[config.mk]
export PLATFORM = sky130hd
export DESIGN_NAME = serial_line_editor_echo_unit
export DESIGN_NICKNAME = d
export VERILOG_FILES = /design/src/rtl/sled_pkg.sv /design/src/rtl/sled_emit.sv /design/src/rtl/serial_line_editor_echo_unit.sv
export SDC_FILE = /design/constraint.sdc
export NUM_CORES = 1
export LEC_CHECK = 0
export BUFFER_PORTS_ARGS = -buffer_cell sky130_fd_sc_hd__clkbuf_2
export CORE_MARGIN = 2
export CORE_UTILIZATION = 55
export DETAILED_ROUTE_END_ITERATION = 8
export HOLD_SLACK_MARGIN = 0.08
export PLACE_DENSITY = 0.79
export SYNTH_ARGS = -nofsm -noshare
export SYNTH_HDL_FRONTEND = slang
export SYNTH_HIERARCHICAL = 1
export SYNTH_SLANG_ARGS = --single-unit
export TNS_END_PERCENT = 100
[constraint.sdc]
create_clock -name clock -period 4.1 [get_ports clock]
set_clock_uncertainty 0.1 [all_clocks]
set_input_delay 0.41 -clock clock [delete_from_list [all_inputs] [get_ports clock]]
set_output_delay 0.41 -clock clock [all_outputs]
set_load 0.05 [all_outputs]
[src/rtl/sled_pkg.sv]
// Package for the serial line editor with echo.
// Holds character codes, command classes and the result burst type.
// No dependencies.
package sled_pkg;

   localparam int MAX_WORDS_DEF      = 10;
   localparam int MAX_WORD_CHARS_DEF = 100;
   localparam int BURST_MAX          = 4;

   localparam logic [7:0] CH_BS    = 8'h08;
   localparam logic [7:0] CH_DEL   = 8'h7F;
   localparam logic [7:0] CH_ESC   = 8'h1B;
   localparam logic [7:0] CH_CR    = 8'h0D;
   localparam logic [7:0] CH_LF    = 8'h0A;
   localparam logic [7:0] CH_SPACE = 8'h20;
   localparam logic [7:0] CH_GT    = 8'h3E;
   localparam logic [7:0] CH_C     = 8'h63;
   localparam logic [7:0] CH_D     = 8'h64;
   localparam logic [7:0] CH_L     = 8'h6C;
   localparam logic [7:0] CH_S     = 8'h73;

   typedef enum logic [1:0] {
      CLS_EMPTY = 2'd0,
      CLS_CD    = 2'd1,
      CLS_LS    = 2'd2,
      CLS_BAD   = 2'd3
   } cls_type;

   // One item's worth of transmit bytes.
   typedef struct packed {
      logic [BURST_MAX-1:0][7:0] bytes;
      logic [1:0]                cnt_m1;
      logic                      done;
      logic [3:0]                wc;
      cls_type                   cls;
   } burst_type;

endpackage

[src/rtl/sled_emit.sv]
// Result emitter: holds one burst of up to four bytes and sends them in order.
// Depends on sled_pkg.
module sled_emit (
   input  logic                clock,
   input  logic                reset,
   input  logic                load,
   input  sled_pkg::burst_type burst,
   output logic                free,
   output logic                rsp_valid,
   input  logic                rsp_stall,
   output logic [7:0]          rsp_out_byte,
   output logic                rsp_last,
   output logic                rsp_line_done,
   output logic [3:0]          rsp_word_count,
   output logic [1:0]          rsp_command_class
);

   logic                vld_ff, vld_in;
   logic [1:0]          idx_ff, idx_in;
   sled_pkg::burst_type bst_ff;
   logic                take;

   assign rsp_valid         = vld_ff;
   assign rsp_last          = (idx_ff == bst_ff.cnt_m1);
   assign rsp_out_byte      = bst_ff.bytes[idx_ff];
   assign rsp_line_done     = rsp_last & bst_ff.done;
   assign rsp_word_count    = rsp_line_done ? bst_ff.wc : 4'd0;
   assign rsp_command_class = rsp_line_done ? bst_ff.cls : sled_pkg::CLS_EMPTY;

   assign take = vld_ff & ~rsp_stall;
   assign free = ~vld_ff | (take & rsp_last);

   always_comb begin
      vld_in = vld_ff;
      idx_in = idx_ff;
      if (take) begin
         idx_in = idx_ff + 2'd1;
         if (rsp_last) begin
            vld_in = 1'b0;
         end
      end
      if (load && free) begin
         vld_in = 1'b1;
         idx_in = 2'd0;
      end
   end

   always_ff @(posedge clock) begin
      if (reset) begin
         vld_ff <= 1'b0;
         idx_ff <= 2'd0;
      end else begin
         vld_ff <= vld_in;
         idx_ff <= idx_in;
      end
   end

   always_ff @(posedge clock) begin
      if (load && free) begin
         bst_ff <= burst;
      end
   end

endmodule

[src/rtl/serial_line_editor_echo_unit.sv]
// Serial line editor with echo, top level.
// Depends on sled_pkg and sled_emit.
//
// Input channel (req_): one item is a received byte (req_kind = 0) or a start
// event (req_kind = 1) that clears the line and prints the prompt "> ".
// Result channel (rsp_): zero to four transmit bytes per item, rsp_last on the
// final one. A carriage return ends with rsp_line_done set, the index of the
// final word in rsp_word_count and the command class in rsp_command_class.
// The first result of an item passes the execute register (hold_*) and then
// the emitter's burst register. A backspace that steps back into the
// previous word waits longer in execute, since it reads that word's length
// from the word length memory, which has a registered read port.
// Throughput: one item per cycle into execute while req_stall is low; the
// result port sends one byte per cycle while rsp_stall is low, and an item
// leaves execute only once the emitter is free to take its burst.
// Reset clears the line: word and character indices zero, prompt not sent.
// When the receiver stalls, the current burst holds; one item in execute
// waits, then req_stall rises.
module serial_line_editor_echo_unit #(
   parameter int MAX_WORDS      = sled_pkg::MAX_WORDS_DEF,
   parameter int MAX_WORD_CHARS = sled_pkg::MAX_WORD_CHARS_DEF
) (
   input  logic       clock,
   input  logic       reset,
   input  logic       req_valid,
   output logic       req_stall,
   input  logic       req_kind,
   input  logic [7:0] req_in_byte,
   output logic       rsp_valid,
   input  logic       rsp_stall,
   output logic [7:0] rsp_out_byte,
   output logic       rsp_last,
   output logic       rsp_line_done,
   output logic [3:0] rsp_word_count,
   output logic [1:0] rsp_command_class
);

   localparam int WI_W = $clog2(MAX_WORDS);
   localparam logic [WI_W-1:0] WI_LAST = WI_W'(MAX_WORDS - 1);
   localparam logic [6:0]      CI_FULL = 7'(MAX_WORD_CHARS);

   logic       hold_vld_ff, hold_vld_in;
   logic       hold_kind_ff;
   logic [7:0] hold_byte_ff;
   logic       rdwait_ff, rdwait_in;

   logic [WI_W-1:0] wi_ff, wi_in;
   logic [6:0]      ci_ff, ci_in;
   logic [6:0]      w0len_ff, w0len_in;
   logic [1:0][7:0] head_ff, head_in;

   logic [6:0] len_mem [MAX_WORDS];
   logic [6:0] rd_data_ff;
   logic       rd_en, wr_en;

   logic                accept, exe_done, need_rd, emit_free, emit_load;
   logic [6:0]          len0;
   sled_pkg::burst_type burst;

   assign accept    = req_valid & ~req_stall;
   assign req_stall = hold_vld_ff & ~exe_done;

   assign need_rd = ~hold_kind_ff & (wi_ff != '0) & (ci_ff == 7'd0)
                    & ((hold_byte_ff == sled_pkg::CH_BS) | (hold_byte_ff == sled_pkg::CH_DEL));
   assign rd_en    = hold_vld_ff & need_rd & ~rdwait_ff;
   assign exe_done = hold_vld_ff & ~(need_rd & ~rdwait_ff) & emit_free;
   assign len0     = (wi_ff == '0) ? ci_ff : w0len_ff;

   always_comb begin
      wi_in     = wi_ff;
      ci_in     = ci_ff;
      w0len_in  = w0len_ff;
      head_in   = head_ff;
      wr_en     = 1'b0;
      emit_load = 1'b0;
      burst     = '0;
      if (exe_done) begin
         if (hold_kind_ff) begin
            wi_in = '0;
            ci_in = 7'd0;
            w0len_in = 7'd0;
            head_in = '0;
            emit_load = 1'b1;
            burst.bytes[0] = sled_pkg::CH_GT;
            burst.bytes[1] = sled_pkg::CH_SPACE;
            burst.cnt_m1 = 2'd1;
         end else begin
            priority if (hold_byte_ff == sled_pkg::CH_CR) begin
               emit_load = 1'b1;
               burst.bytes[0] = sled_pkg::CH_CR;
               burst.bytes[1] = sled_pkg::CH_LF;
               burst.bytes[2] = sled_pkg::CH_GT;
               burst.bytes[3] = sled_pkg::CH_SPACE;
               burst.cnt_m1 = 2'd3;
               burst.done = 1'b1;
               burst.wc = 4'(wi_ff);
               if (len0 == 7'd0) begin
                  burst.cls = sled_pkg::CLS_EMPTY;
               end else if (len0 == 7'd2 && head_ff[0] == sled_pkg::CH_C
                            && head_ff[1] == sled_pkg::CH_D) begin
                  burst.cls = sled_pkg::CLS_CD;
               end else if (len0 == 7'd2 && head_ff[0] == sled_pkg::CH_L
                            && head_ff[1] == sled_pkg::CH_S) begin
                  burst.cls = sled_pkg::CLS_LS;
               end else begin
                  burst.cls = sled_pkg::CLS_BAD;
               end
               wi_in = '0;
               ci_in = 7'd0;
               w0len_in = 7'd0;
               head_in = '0;
            end else if (hold_byte_ff == sled_pkg::CH_SPACE) begin
               if (wi_ff != WI_LAST) begin
                  wr_en = 1'b1;
                  if (wi_ff == '0) begin
                     w0len_in = ci_ff;
                  end
                  wi_in = wi_ff + 1'b1;
                  ci_in = 7'd0;
                  emit_load = 1'b1;
                  burst.bytes[0] = sled_pkg::CH_SPACE;
               end
            end else if (hold_byte_ff == sled_pkg::CH_BS || hold_byte_ff == sled_pkg::CH_DEL) begin
               if (wi_ff != '0 || ci_ff != 7'd0) begin
                  if (ci_ff == 7'd0) begin
                     wi_in = wi_ff - 1'b1;
                     ci_in = rd_data_ff;
                  end else begin
                     ci_in = ci_ff - 7'd1;
                  end
                  emit_load = 1'b1;
                  burst.bytes[0] = sled_pkg::CH_BS;
                  burst.bytes[1] = sled_pkg::CH_DEL;
                  burst.bytes[2] = sled_pkg::CH_BS;
                  burst.cnt_m1 = 2'd2;
               end
            end else if (hold_byte_ff == sled_pkg::CH_ESC) begin
               emit_load = 1'b0;
            end else begin
               if (ci_ff < CI_FULL) begin
                  if (wi_ff == '0 && ci_ff < 7'd2) begin
                     head_in[ci_ff[0]] = hold_byte_ff;
                  end
                  ci_in = ci_ff + 7'd1;
                  emit_load = 1'b1;
                  burst.bytes[0] = hold_byte_ff;
               end
            end
         end
      end
   end

   always_comb begin
      hold_vld_in = hold_vld_ff;
      rdwait_in   = rdwait_ff;
      if (rd_en) begin
         rdwait_in = 1'b1;
      end
      if (exe_done) begin
         hold_vld_in = 1'b0;
         rdwait_in   = 1'b0;
      end
      if (accept) begin
         hold_vld_in = 1'b1;
      end
   end

   always_ff @(posedge clock) begin
      if (reset) begin
         hold_vld_ff <= 1'b0;
         rdwait_ff   <= 1'b0;
         wi_ff       <= '0;
         ci_ff       <= 7'd0;
         w0len_ff    <= 7'd0;
         head_ff     <= '0;
      end else begin
         hold_vld_ff <= hold_vld_in;
         rdwait_ff   <= rdwait_in;
         wi_ff       <= wi_in;
         ci_ff       <= ci_in;
         w0len_ff    <= w0len_in;
         head_ff     <= head_in;
      end
   end

   always_ff @(posedge clock) begin
      if (accept) begin
         hold_kind_ff <= req_kind;
         hold_byte_ff <= req_in_byte;
      end
   end

   // Length of the word being left is written when a space ends it; only words
   // below the current one are ever read back.
   always_ff @(posedge clock) begin
      if (wr_en) begin
         len_mem[wi_ff] <= ci_ff;
      end
      if (rd_en) begin
         rd_data_ff <= len_mem[wi_ff - 1'b1];
      end
   end

   sled_emit u_emit (
      .clock             (clock),
      .reset             (reset),
      .load              (emit_load),
      .burst             (burst),
      .free              (emit_free),
      .rsp_valid         (rsp_valid),
      .rsp_stall         (rsp_stall),
      .rsp_out_byte      (rsp_out_byte),
      .rsp_last          (rsp_last),
      .rsp_line_done     (rsp_line_done),
      .rsp_word_count    (rsp_word_count),
      .rsp_command_class (rsp_command_class)
   );

   a_rdwait_held : assert property (@(posedge clock) disable iff (reset)
      rdwait_ff |-> hold_vld_ff && need_rd)
      else $error("memory read pending without a backspace in execute");

   a_rd_then_done : assert property (@(posedge clock) disable iff (reset)
      rd_en |=> !rd_en)
      else $error("word length read issued twice for one item");

   a_state_stable : assert property (@(posedge clock) disable iff (reset)
      !exe_done |=> $stable(wi_ff) && $stable(ci_ff))
      else $error("line state changed without a completed item");

   a_ci_bound : assert property (@(posedge clock) disable iff (reset)
      ci_ff <= CI_FULL && wi_ff <= WI_LAST)
      else $error("word or character index out of range");

   a_load_free : assert property (@(posedge clock) disable iff (reset)
      emit_load |-> emit_free)
      else $error("burst loaded while emitter busy");

endmodule
==> metrics.md, run 1 <==
| Metric | Value |
|---|---|
| Final Cell Area | `8560 µm²` |
| Normalized max-slew margin | `0.356` |
| Unrepaired setup endpoints after global routing | `false` |
| Row Count | `42` |
| Synth cell types | `74` |
| Post-synthesis sequential area ratio | `0.616` |
| Final setup fails | `0` |
| Main synth FF type | `edfxtp_1` |
| Count of input and output buffers | `30` |
| Initial antenna violation count | `0` |
| CTS Root Cell | `clkbuf_16` |
| Post-CTS setup buffers | `0` |
| Pleak | `3.03 nW` |
| Initial Util | `0.563` |
| Max-cap viol count | `0` |
| Synth warn | `6` |
| Starting DRT DRC Count | `456` |
| Tcrit/Tclk final | `0.884` |
| Core ar. | `13200 µm²` |
| First-pass DRT Iterations | `5` |
| CTS tree | `yes` |
| Die H | `120 µm` |
| Vias in the first global route | `4555` |
| Max Freq | `276 MHz` |
| Status | `finished clean` |
| Area Overhead vs Synth | `14.8%` |
| Layout cells sized above 1 | `0.203` |
| Post-CTS Resized | `0` |
| GP Congestion | `0.878` |
| Total clock sinks | `166` |
| Most common cell after layout, fill and taps aside | `edfxtp_1` |
| Final min period | `3.62 ns` |
| Async SR Flop Fraction | `0` |
| Startpoint types | `flop` |
| Worst skew pair latency | `0.43 ns` |
| CTS max path bufs | `2` |
| Post-synth EDFFs | `127` |
| Hold Buf Count CTS | `9` |
| Critical path fanouts, max | `19` |
| Crit path DAT | `3.11 ns` |
| Worst slew pin tran | `0.963 ns` |
| Gr ovfl total | `0` |
| Register bit total from synthesis | `166` |
| Final WL | `15.7 mm` |
| Avg Inst Size Synth | `14.4 µm²` |
| DRC Markers | `0` |
| Power Dens Cells | `455 nW/µm²` |
| Post-layout util | `0.646` |
| Final hold vios | `0` |
| # diodes | `0` |
| First-pass GRT wire length | `24.6 mm` |
| Largest net degree at the start of global routing | `42` |
| CTS H-tree depth | `4` |
| Crit end category | `primary output` |
| Max Transition Viols Final | `0` |
| Ports | `31` |
| Vias | `4788` |
| Total Die Area | `14500 µm²` |
| Total Power | `3.90 mW` |
| CP required | `3.59 ns` |
| Drt wl/cell | `20.6 µm` |
| Worst vdd ir | `0.305 mV` |
| Post-DRT Antenna Nets | `0` |
| Worst hold-check path type | `input port to flop` |
| Gr usage total | `0.227` |
| Final worst slack | `0.476 ns` |
| # fillers | `926` |
| Vias/cell | `6.28` |
| Gate Count Post-Synth | `518` |
| TritonCTS Buffers | `17` |
| Critical setup path kind | `flop to primary output` |
| Placed Area | `7840 µm²` |
| Die X | `120 µm` |
| Setup TNS | `0 ns` |
| Placement Setup Slack | `0.883 ns` |
| Mapped Area | `7460 µm²` |
| Hpwl dp | `10.2 mm` |
| Clock transition at path regs | `0.06 ns` |
| Most frequent cells in the layout | `edfxtp_1, dfxtp_1, clkbuf_2` |
| Fin nets | `593` |
-- worst max-delay path: stages, from the launching register on --
cell	delay (ns)
dfxtp_1	0.30
buf_4	0.20
nor4_1	0.59
nand2_1	0.20
a21oi_2	0.39
a21o_1	0.51
and2_1	0.22
clkbuf_2	0.29
-- cells in the mapped netlist, drive strengths merged (3+ instances only) --
master   count  share of area
edfxtp     127           0.51
dfxtp       39           0.10
a21oi       27          0.022
nor2        25          0.013
mux4        22          0.070
clkbuf      20          0.010
nand2       20          0.011
a22o        18          0.021
and3        17          0.014
inv         14         0.0070
and2        13          0.011
nor3        13          0.014
a211oi      12          0.013
mux2i       12          0.016
buf         11         0.0099
nor2b       11         0.0092
nand3        9         0.0060
o21ai        9         0.0091
a211o        8         0.0094
nor4         8         0.0096
ha           6          0.010
nand2b       6         0.0050
nand4        6         0.0070
o31ai        5         0.0069
o41ai        5         0.0089
o311ai       4         0.0047
or3          4         0.0040
xor2         4         0.0082
a31oi        3         0.0045
and4         3         0.0035
nor4bb       3         0.0040
o2bb2ai      3         0.0035
-- worst paths after layout --
path,start,endpoint,slack [ns],cells after the start
max,ci_ff[5],req_stall,0.48,7
min,req_valid,hold_vld_ff,0.13,3
max reg2reg,u_emit/idx_ff[0],len_mem[6][4],0.78,6
min reg2reg,w0len_ff[6],w0len_ff[6],0.38,1
-- per-layer routing --
metal	up-vias	part of all wire	track usage
li1	2161	-	-
met1	2377	0.43	0.315
met2	219	0.48	0.348
met3	31	0.072	0.0519
met4	0	0.022	0.0923
met5	-	0	0
-- flip-flops by register name, indices dropped and copies added, names as in the netlist, 2 cells and up --
signal,count
u_emit/idx_ff,2
rd_data_ff,7
hold_byte_ff,8
w0len_ff,7
len_mem,70
head_ff,16
u_emit/bst_ff,41
ci_ff,7
wi_ff,4
-- power breakdown --
| group | leakage (nW) | internal (mW) | switching [mW] | total, mW |
|---|---|---|---|---|
| sequential | 1.48 | 1.85 | 0.0347 | 1.88 |
| combinational | 1.24 | 0.104 | 0.211 | 0.315 |
| clock | 0.309 | 1.04 | 0.655 | 1.70 |
| total | 3.03 | 3.00 | 0.901 | 3.90 |
-- area by class of cell --
class	count	area [µm²]	area share
clock inverters	13	196	0.0229
flip-flops and latches	166	4590	0.537
repair buffers	51	330	0.0386
inverters	14	52.6	0.00614
multi-input cells	324	2730	0.319
well taps	176	220	0.0257
clock buffers	18	439	0.0513
-- cells by family after synthesis --
kind of cell | count (synthesis) | synth area share
adders and majority gates | 6 | 0.0101
DFF | 166 | 0.616
other | 1 | 0.000503
AOI/OAI and AO/OA | 109 | 0.120
xor gates and xnor gates | 6 | 0.0106
buffers and inverters | 45 | 0.0270
muxes | 36 | 0.0896
and+or+nand+nor | 149 | 0.126
-- stage by stage --
| step | hold WS [ns] | std cells |
|---|---|---|
| after floorplan | 0.340 | 535 |
| after global placement | 0.359 | 722 |
| after detailed placement | 0.367 | 722 |
| after CTS | 0.113 | 762 |
| after global routing | 0.131 | 762 |
| final | 0.129 | 762 |
No activity file was read; power rests on OpenSTA's default activity.
==> run 2: changes to the inputs <==
--- a/config.mk
+++ b/config.mk
@@ -10,9 +10,8 @@
 export CORE_UTILIZATION = 55
 export DETAILED_ROUTE_END_ITERATION = 8
 export HOLD_SLACK_MARGIN = 0.08
-export PLACE_DENSITY = 0.79
+export PLACE_DENSITY = 0.8
 export SYNTH_ARGS = -nofsm -noshare
 export SYNTH_HDL_FRONTEND = slang
-export SYNTH_HIERARCHICAL = 1
 export SYNTH_SLANG_ARGS = --single-unit
 export TNS_END_PERCENT = 100
==> run 2 against run 1 <==
  * Non-clock buffer count fell by 7
  * Highest routed layer unchanged
  * Cell area decreased by 14%
  * Via count shrank 7.7%
  * Routed wire length fell by 9.1%
  * Flip-flop and latch count down 22
  * Worst setup slack gained 0.12 ns
  * Die area down 13%
  * Area after synthesis is 14% lower
  * Combinational power increased by 6%
  * Utilization grew 0.15 points
  * Critical endpoint unchanged
==> metrics.md, run 2 <==
| Metric | Value |
|---|---|
| Status | `finished clean` |
| CP endpoint | `req_stall` |
| Logic depth of the worst path, buffers included | `5 (-2)` |
| Ports | `31 (unchanged)` |
| Post-CTS setup buffers | `0 (unchanged)` |
| Most frequent cells in the layout | `edfxtp_1, dfxtp_1, nand2_1` |
| R2r worst-path depth | `8 (+2)` |
| Area of the multi-input gates | `2390 µm² (-12%)` |
| Max-cap viol count | `0 (unchanged)` |
| Yosys top cell by area | `edfxtp_1` |
| WL met3 | `1.25 mm (+10%)` |
| FF-to-FF setup slack | `0.76 ns (-0.02 ns)` |
| Critical path fanouts, max | `23 (+4)` |
| DRC Markers | `0 (unchanged)` |
| Crit path DAT | `3.00 ns (-0.11 ns)` |
| Largest cells by area after synthesis | `edfxtp_1, dfxtp_1, mux4_2, a22o_1, a21oi_1` |
| Top flop regs | `len_mem x70, u_emit.bst_ff x19, head_ff x16` |
| Fin nets | `549 (-7.4%)` |
| Max reg flops | `70 (unchanged)` |
| Gate Count Post-Synth | `484 (-6.6%)` |
| Worst hold-check path type | `input port to flop` |
| Tcrit/Tclk final | `0.855 (-0.0288)` |
| Layout cells sized above 1 | `0.188 (-0.0152)` |
| Setup TNS | `0 ns (unchanged)` |
| Hpwl dp | `9.36 mm (-7.8%)` |
| Avg Inst Size Synth | `13.3 µm² (-7.7%)` |
| Power Dens Cells | `467 nW/µm² (+2.7%)` |
| Initial Util | `0.564 (about the same)` |
| Placed Area | `6730 µm² (-14%)` |
| Critical-path cell list | `nor4_2 -> nand2_1 -> o41a_4 -> nor2_1 -> clkbuf_2` |
| Cell with the most instances after synthesis | `edfxtp_1` |
| Final min period | `3.51 ns (-0.118 ns)` |
| Max Transition Viols Final | `0 (unchanged)` |
| Synth cell types | `72 (-2.7%)` |
| Main synth FF type | `edfxtp_1` |
| Worst skew pair latency | `0.42 ns (about the same)` |
| Starting DRT DRC Count | `469 (+2.9%)` |
| Worst slew pin tran | `1.08 ns (+0.117 ns)` |
| Share of the synthesized area in the top cell type | `0.490 (-0.0213)` |
| Most common cell after layout, fill and taps aside | `edfxtp_1` |
| Mapped Area | `6430 µm² (-14%)` |
| Post-synthesis sequential area ratio | `0.611 (-0.00458)` |
| CTS H-tree depth | `4 (unchanged)` |
| Final WL | `14.3 mm (-9.1%)` |
| Post-synth top cells | `edfxtp_1, dfxtp_1, nand2_1` |
| Vias/cell | `6.44 (+2.6%)` |
| Biggest register | `len_mem` |
| Sequential Area | `3930 µm² (-14%)` |
| Die X | `112 µm (-6.9%)` |
| Async SR Flop Fraction | `0 (unchanged)` |
| Total clock sinks | `144 (-13%)` |
| Max Freq | `285 MHz (+3.4%)` |
| Post-CTS Resized | `0 (unchanged)` |
| Core ar. | `11400 µm² (-14%)` |
| CP delay by family, top | `simple AND/OR/NAND/NOR gates` |
| CTS tree | `yes` |
| Vias in the first global route | `4385 (-3.7%)` |
| Startpoint types | `flop` |
| CP bufs+invs | `1 (-1)` |
| Largest net degree at the start of global routing | `35 (-17%)` |
| Vias | `4421 (-7.7%)` |
| Worst reg2reg path startpoint | `ci_ff[0]` |
| # fillers | `804 (-13%)` |
| TritonCTS Buffers | `17 (unchanged)` |
| Final hold vios | `0 (unchanged)` |
| First-pass DRT Iterations | `6 (+1)` |
| Register bit total from synthesis | `144 (-13%)` |
| Pleak | `2.63 nW (-13%)` |
| Post-layout util | `0.648 (+0.00148)` |
| Capture point of the worst reg-to-reg path | `len_mem[5][4]` |
| CP Launch Point | `ci_ff[2]` |
| Unrepaired setup endpoints after global routing | `false` |
| Initial antenna violation count | `0 (unchanged)` |
| CTS Root Cell | `clkbuf_16` |
| Crit end category | `primary output` |
| Worst vdd ir | `0.336 mV (+10%)` |
| WL met1 | `5.83 mm (-13%)` |
| Critical setup path kind | `flop to primary output` |
| CTS max path bufs | `2 (unchanged)` |
| Die H | `112 µm (-6.9%)` |
| # diodes | `0 (unchanged)` |
| Row Count | `39 (-7.1%)` |
| Area Overhead vs Synth | `15.0%` |
| Count of input and output buffers | `30 (unchanged)` |
| Post-DRT Antenna Nets | `0 (unchanged)` |
| Drt wl/cell | `20.8 µm (+0.98%)` |
| CP required | `3.59 ns (about the same)` |
| Gr ovfl total | `0 (unchanged)` |
| Normalized max-slew margin | `0.275 (-0.0809)` |
| Slowest stage delay, CP | `0.59 ns (about the same)` |
| Worst hold slack | `0.127 ns (-0.00204 ns)` |
| Metal2 WL | `6.89 mm (-8.5%)` |
| GP Congestion | `0.905 (+3.1%)` |
| Synth warn | `0 (-6)` |
| Total Die Area | `12600 µm² (-13%)` |
| Gr usage total | `0.239 (+0.0128)` |
| Top Metal Used | `met4` |
| Final setup fails | `0 (unchanged)` |
| Clock transition at path regs | `0.06 ns (about the same)` |
| First-pass GRT wire length | `23.1 mm (-6.2%)` |
| Final Cell Area | `7400 µm² (-14%)` |
| Hold Buf Count CTS | `9 (unchanged)` |
| Crit-path slowest cell | `o41a_4` |
| Post-synth EDFFs | `105 (-17%)` |
-- run 2: cell types whose count changed after synthesis, sizes merged, moves of 7 or more --
cell    before  now
a211o        8    1
edfxtp     127  105
mux4        22   14
nand2       20   32
o21ai        9   16
-- run 2: worst register-to-register path, cell delays in order, from the launching register on --
cell	delay, ns
dfxtp_1	0.69
inv_1	0.14
ha_1	0.30
nor2b_1	0.17
nand2_1	0.36
o41ai_4	0.14
nor3_1	0.49
and3b_1	0.28
and2_1	0.36
-- run 2: kinds of logic (layout without fill, tap and decap cells) --
| logic type | after synthesis | in the layout | synth area share |
|---|---|---|---|
| AO/OA/AOI/OAI | 113 | 113 | 0.132 |
| multiplexers | 27 | 27 | 0.0692 |
| AND/OR/NAND/NOR | 152 | 152 | 0.142 |
| XOR/XNOR | 9 | 9 | 0.0122 |
| adder cells (fa/ha/maj) | 6 | 6 | 0.0117 |
| buffers and inverters | 32 | 85 | 0.0210 |
| flip-flops | 144 | 144 | 0.611 |
| other | 1 | 7 | 0.000583 |
-- run 2: metrics by stage --
stage | setup slack, ns | cells | power [mW]
floorplan | 0.0291 | 490 | 1.90
global placement | 1.06 | 645 | 1.98
detailed placement | 0.857 | 645 | 1.99
CTS | 0.608 | 686 | 3.47
global route | 0.381 | 686 | 3.56
finish | 0.594 | 686 | 3.46
-- run 2: worst min-delay path by stage --
| stage | startpoint | depth (start not counted) | end | slack, ns |
|---|---|---|---|---|
| floorplan | head_ff[6] | 1 | head_ff[6] | 0.33 |
| global placement | head_ff[14] | 1 | head_ff[14] | 0.35 |
| detailed placement | head_ff[14] | 1 | head_ff[14] | 0.35 |
| CTS | req_valid | 2 | hold_vld_ff | 0.12 |
| global route | req_valid | 2 | hold_vld_ff | 0.13 |
| finish | req_valid | 2 | hold_vld_ff | 0.13 |
-- run 2: cell type report --
| class | count | share of cell area |
|---|---|---|
| flip-flops and latches | 144 | 0.532 |
| repair buffers | 44 | 0.0375 |
| well taps | 143 | 0.0242 |
| multi-input cells | 314 | 0.323 |
| clock buffers | 24 | 0.0698 |
| inverters | 9 | 0.00490 |
| clock inverters | 8 | 0.00896 |
-- run 2: metal layers --
| layer | vias to the layer above | global-route usage |
|---|---|---|
| met4 | 0 | 0.0772 |
| li1 | 1991 | - |
| met3 | 32 | 0.0686 |
| met1 | 2160 | 0.332 |
| met5 | - | 0 |
| met2 | 238 | 0.369 |
-- run 2: where the power goes --
part	internal (mW)	switching (mW)	total [mW]
sequential	1.60	0.0410	1.64
combinational	0.106	0.228	0.333
clock	0.895	0.591	1.49
==> run 3: changes to the inputs <==
--- a/config.mk
+++ b/config.mk
@@ -6,7 +6,6 @@
 export NUM_CORES = 1
 export LEC_CHECK = 0
 export BUFFER_PORTS_ARGS = -buffer_cell sky130_fd_sc_hd__clkbuf_2
-export CORE_MARGIN = 2
 export CORE_UTILIZATION = 55
 export DETAILED_ROUTE_END_ITERATION = 8
 export HOLD_SLACK_MARGIN = 0.08
==> constraint.sdc (replaced) <==
create_clock -name clock -period 4 [get_ports clock]
set_clock_uncertainty 0.1 [all_clocks]
set_input_delay 0.4 -clock clock [delete_from_list [all_inputs] [get_ports clock]]
set_output_delay 0.4 -clock clock [all_outputs]
set_load 0.05 [all_outputs]
==> run 3 against run 2 <==
  * Sequential share of layout area shrank 0.072 points
  * Power rose by 2.7%
  * Critical path depth did not move
  * Critical endpoint unchanged
  * Highest routed layer unchanged
==> metrics.md, run 3 (synthesized netlist as in run 2, its figures left out) <==
| Metric | Value |
|---|---|
| Starting DRT DRC Count | `489 (+4.3%)` |
| Critical-path cell list | `nor4_2 -> nand2_1 -> o41a_4 -> nor2_2 -> clkbuf_2` |
| Row Count | `39 (unchanged)` |
| Total Die Area | `12100 µm² (-3.5%)` |
| Post-layout util | `0.649 (+0.000877)` |
| Vias in the first global route | `4146 (-5.5%)` |
| Final min period | `3.53 ns` |
| Hold Path Sink | `hold_vld_ff` |
| Core ar. | `11400 µm² (unchanged)` |
| Gr ovfl total | `0 (unchanged)` |
| Largest net degree at the start of global routing | `35 (unchanged)` |
| Layout cells sized above 1 | `0.198 (+0.0103)` |
| # diodes | `0 (unchanged)` |
| Unrepaired setup endpoints after global routing | `false` |
| Crit end category | `primary output` |
| Max Freq | `283 MHz` |
| First-pass DRT Iterations | `4 (-2)` |
| Critical path fanouts, max | `23 (unchanged)` |
| Worst hold-check path type | `input port to flop` |
| Pleak | `2.63 nW (about the same)` |
| Initial antenna violation count | `0 (unchanged)` |
| Worst skew pair latency | `0.41 ns (about the same)` |
| Hpwl dp | `9.20 mm (-1.7%)` |
| Gr usage total | `0.243 (+0.00412)` |
| R2r worst-path depth | `8 (unchanged)` |
| Drt wl/cell | `20.4 µm (-2.0%)` |
| Vias | `4397 (-0.54%)` |
| Area Overhead vs Synth | `15.1%` |
| FF-to-FF setup slack | `0.57 ns (-0.19 ns)` |
| CTS H-tree depth | `4 (unchanged)` |
| Slowest stage delay, CP | `0.62 ns (+0.03 ns)` |
| Most frequent cells in the layout | `edfxtp_1, dfxtp_1, nand2_1` |
| Count of input and output buffers | `30 (unchanged)` |
| Capture point of the worst reg-to-reg path | `len_mem[4][1]` |
| Die H | `110 µm (-1.8%)` |
| CP required | `3.50 ns (-0.09 ns)` |
| Pint | `2.62 mW (+0.98%)` |
| Final WL | `14.0 mm (-1.7%)` |
| CTS tree | `yes` |
| Max-cap viol count | `0 (unchanged)` |
| CTS Root Cell | `clkbuf_16` |
| Worst vdd ir | `0.352 mV (+4.8%)` |
| Status | `finished clean` |
| Placement Setup Slack | `0.681 ns (-0.175 ns)` |
| DRC Markers | `0 (unchanged)` |
| Worst hold slack | `0.138 ns (+0.0105 ns)` |
| Die X | `110 µm (-1.8%)` |
| Post-DRT Antenna Nets | `0 (unchanged)` |
| Power Dens Cells | `479 nW/µm² (+2.5%)` |
| Clock transition at path regs | `0.06 ns (about the same)` |
| GP Congestion | `0.887 (-1.9%)` |
| Tcrit/Tclk final | `0.883` |
| Total clock sinks | `144 (unchanged)` |
| Ports | `31 (unchanged)` |
| Biggest register | `len_mem` |
| Final hold vios | `0 (unchanged)` |
| Max reg flops | `70 (unchanged)` |
| Part of the power in combinational logic | `0.096 (about the same)` |
| Final worst slack | `0.470 ns (-0.124 ns)` |
| Fin nets | `551 (+0.36%)` |
| Setup TNS | `0 ns (unchanged)` |
| P_sw | `0.926 mW (+7.8%)` |
| Seq pwr share | `0.473 (about the same)` |
| Startpoint types | `flop` |
| Post-CTS setup buffers | `0 (unchanged)` |
| First-pass GRT wire length | `21.7 mm (-5.9%)` |
| TritonCTS Buffers | `17 (unchanged)` |
| Critical setup path kind | `flop to primary output` |
| Switching Fraction | `0.261 (+0.0124)` |
| Top flop regs | `len_mem x70, u_emit.bst_ff x19, head_ff x16` |
| Most common cell after layout, fill and taps aside | `edfxtp_1` |
| Hold Path Origin | `req_valid` |
| Vias/cell | `6.39 (-0.83%)` |
| Final setup fails | `0 (unchanged)` |
| Hold Path Cell Cnt | `2 (unchanged)` |
| CTS max path bufs | `2 (unchanged)` |
| Clk network pwr share | `0.430 (about the same)` |
| Crit-path slowest cell | `dfxtp_1` |
| Initial Util | `0.564 (unchanged)` |
| Worst reg2reg path startpoint | `ci_ff[1]` |
| Worst slew pin tran | `0.998 ns (-0.0825 ns)` |
| Crit path DAT | `3.03 ns (+0.03 ns)` |
| Normalized max-slew margin | `0.330 (+0.0554)` |
| Max Transition Viols Final | `0 (unchanged)` |
## run 3: cell type report
cell class,count,area [µm²]
fillers,818,4010
flip-flops and latches,144,3930
multi-input cells,314,2390
clock buffers,17,425
repair buffers,46,293
well taps,143,179
clock inverters,15,150
inverters,9,36.3
## run 3: critical path: cells and delay by family (launching register included)
family / cells / cell delay (ns)
simple gates: 3 / 1.08
flops: 1 / 0.62
compound gates: 1 / 0.59
buf+inv: 1 / 0.32
## run 3: repair_timing
action                    4_1_cts  5_1_grt
hold buffers                    9        0
hold endpoints to repair        9        0
resized for setup               0        0
## run 3: power by group through the flow
| stage | Combinational [mW] | Clock [mW] | Sequential [mW] |
|---|---|---|---|
| global placement | 0.323 | 0 | 1.71 |
| global route | 0.369 | 1.60 | 1.68 |
| CTS | 0.340 | 1.54 | 1.68 |
| finish | 0.342 | 1.53 | 1.68 |
| floorplan | 0.257 | 0 | 1.69 |
| detailed placement | 0.328 | 0 | 1.71 |
## run 3: metal layers
layer / wire length (µm) / GRT usage / vias up / part of all wire
met5: 0 / 0 / - / 0
met4: 452 / 0.107 / 0 / 0.032
met3: 1000 / 0.0653 / 42 / 0.071
met2: 6740 / 0.377 / 206 / 0.48
met1: 5850 / 0.323 / 2147 / 0.42
li1: - / - / 2002 / -
## run 3: how the worst max path moves through the flow
| stage | from | depth (start not counted) | end | slack (ns) |
|---|---|---|---|---|
| after floorplan | wi_ff[0] | 10 | hold_byte_ff[0] | 0.26 |
| after global placement | ci_ff[0] | 8 | len_mem[7][5] | 0.89 |
| after detailed placement | ci_ff[0] | 8 | len_mem[7][5] | 0.68 |
| after CTS | ci_ff[2] | 5 | req_stall | 0.54 |
| after global routing | ci_ff[0] | 8 | len_mem[7][3] | 0.29 |
| final | ci_ff[2] | 5 | req_stall | 0.47 |
## run 3: metrics by stage
step / std cells / power (mW) / area [µm²]
floorplan: 490 / 1.95 / 6460
global placement: 647 / 2.03 / 6740
detailed placement: 647 / 2.04 / 6740
CTS: 688 / 3.56 / 7410
global route: 688 / 3.66 / 7410
finish: 688 / 3.55 / 7410
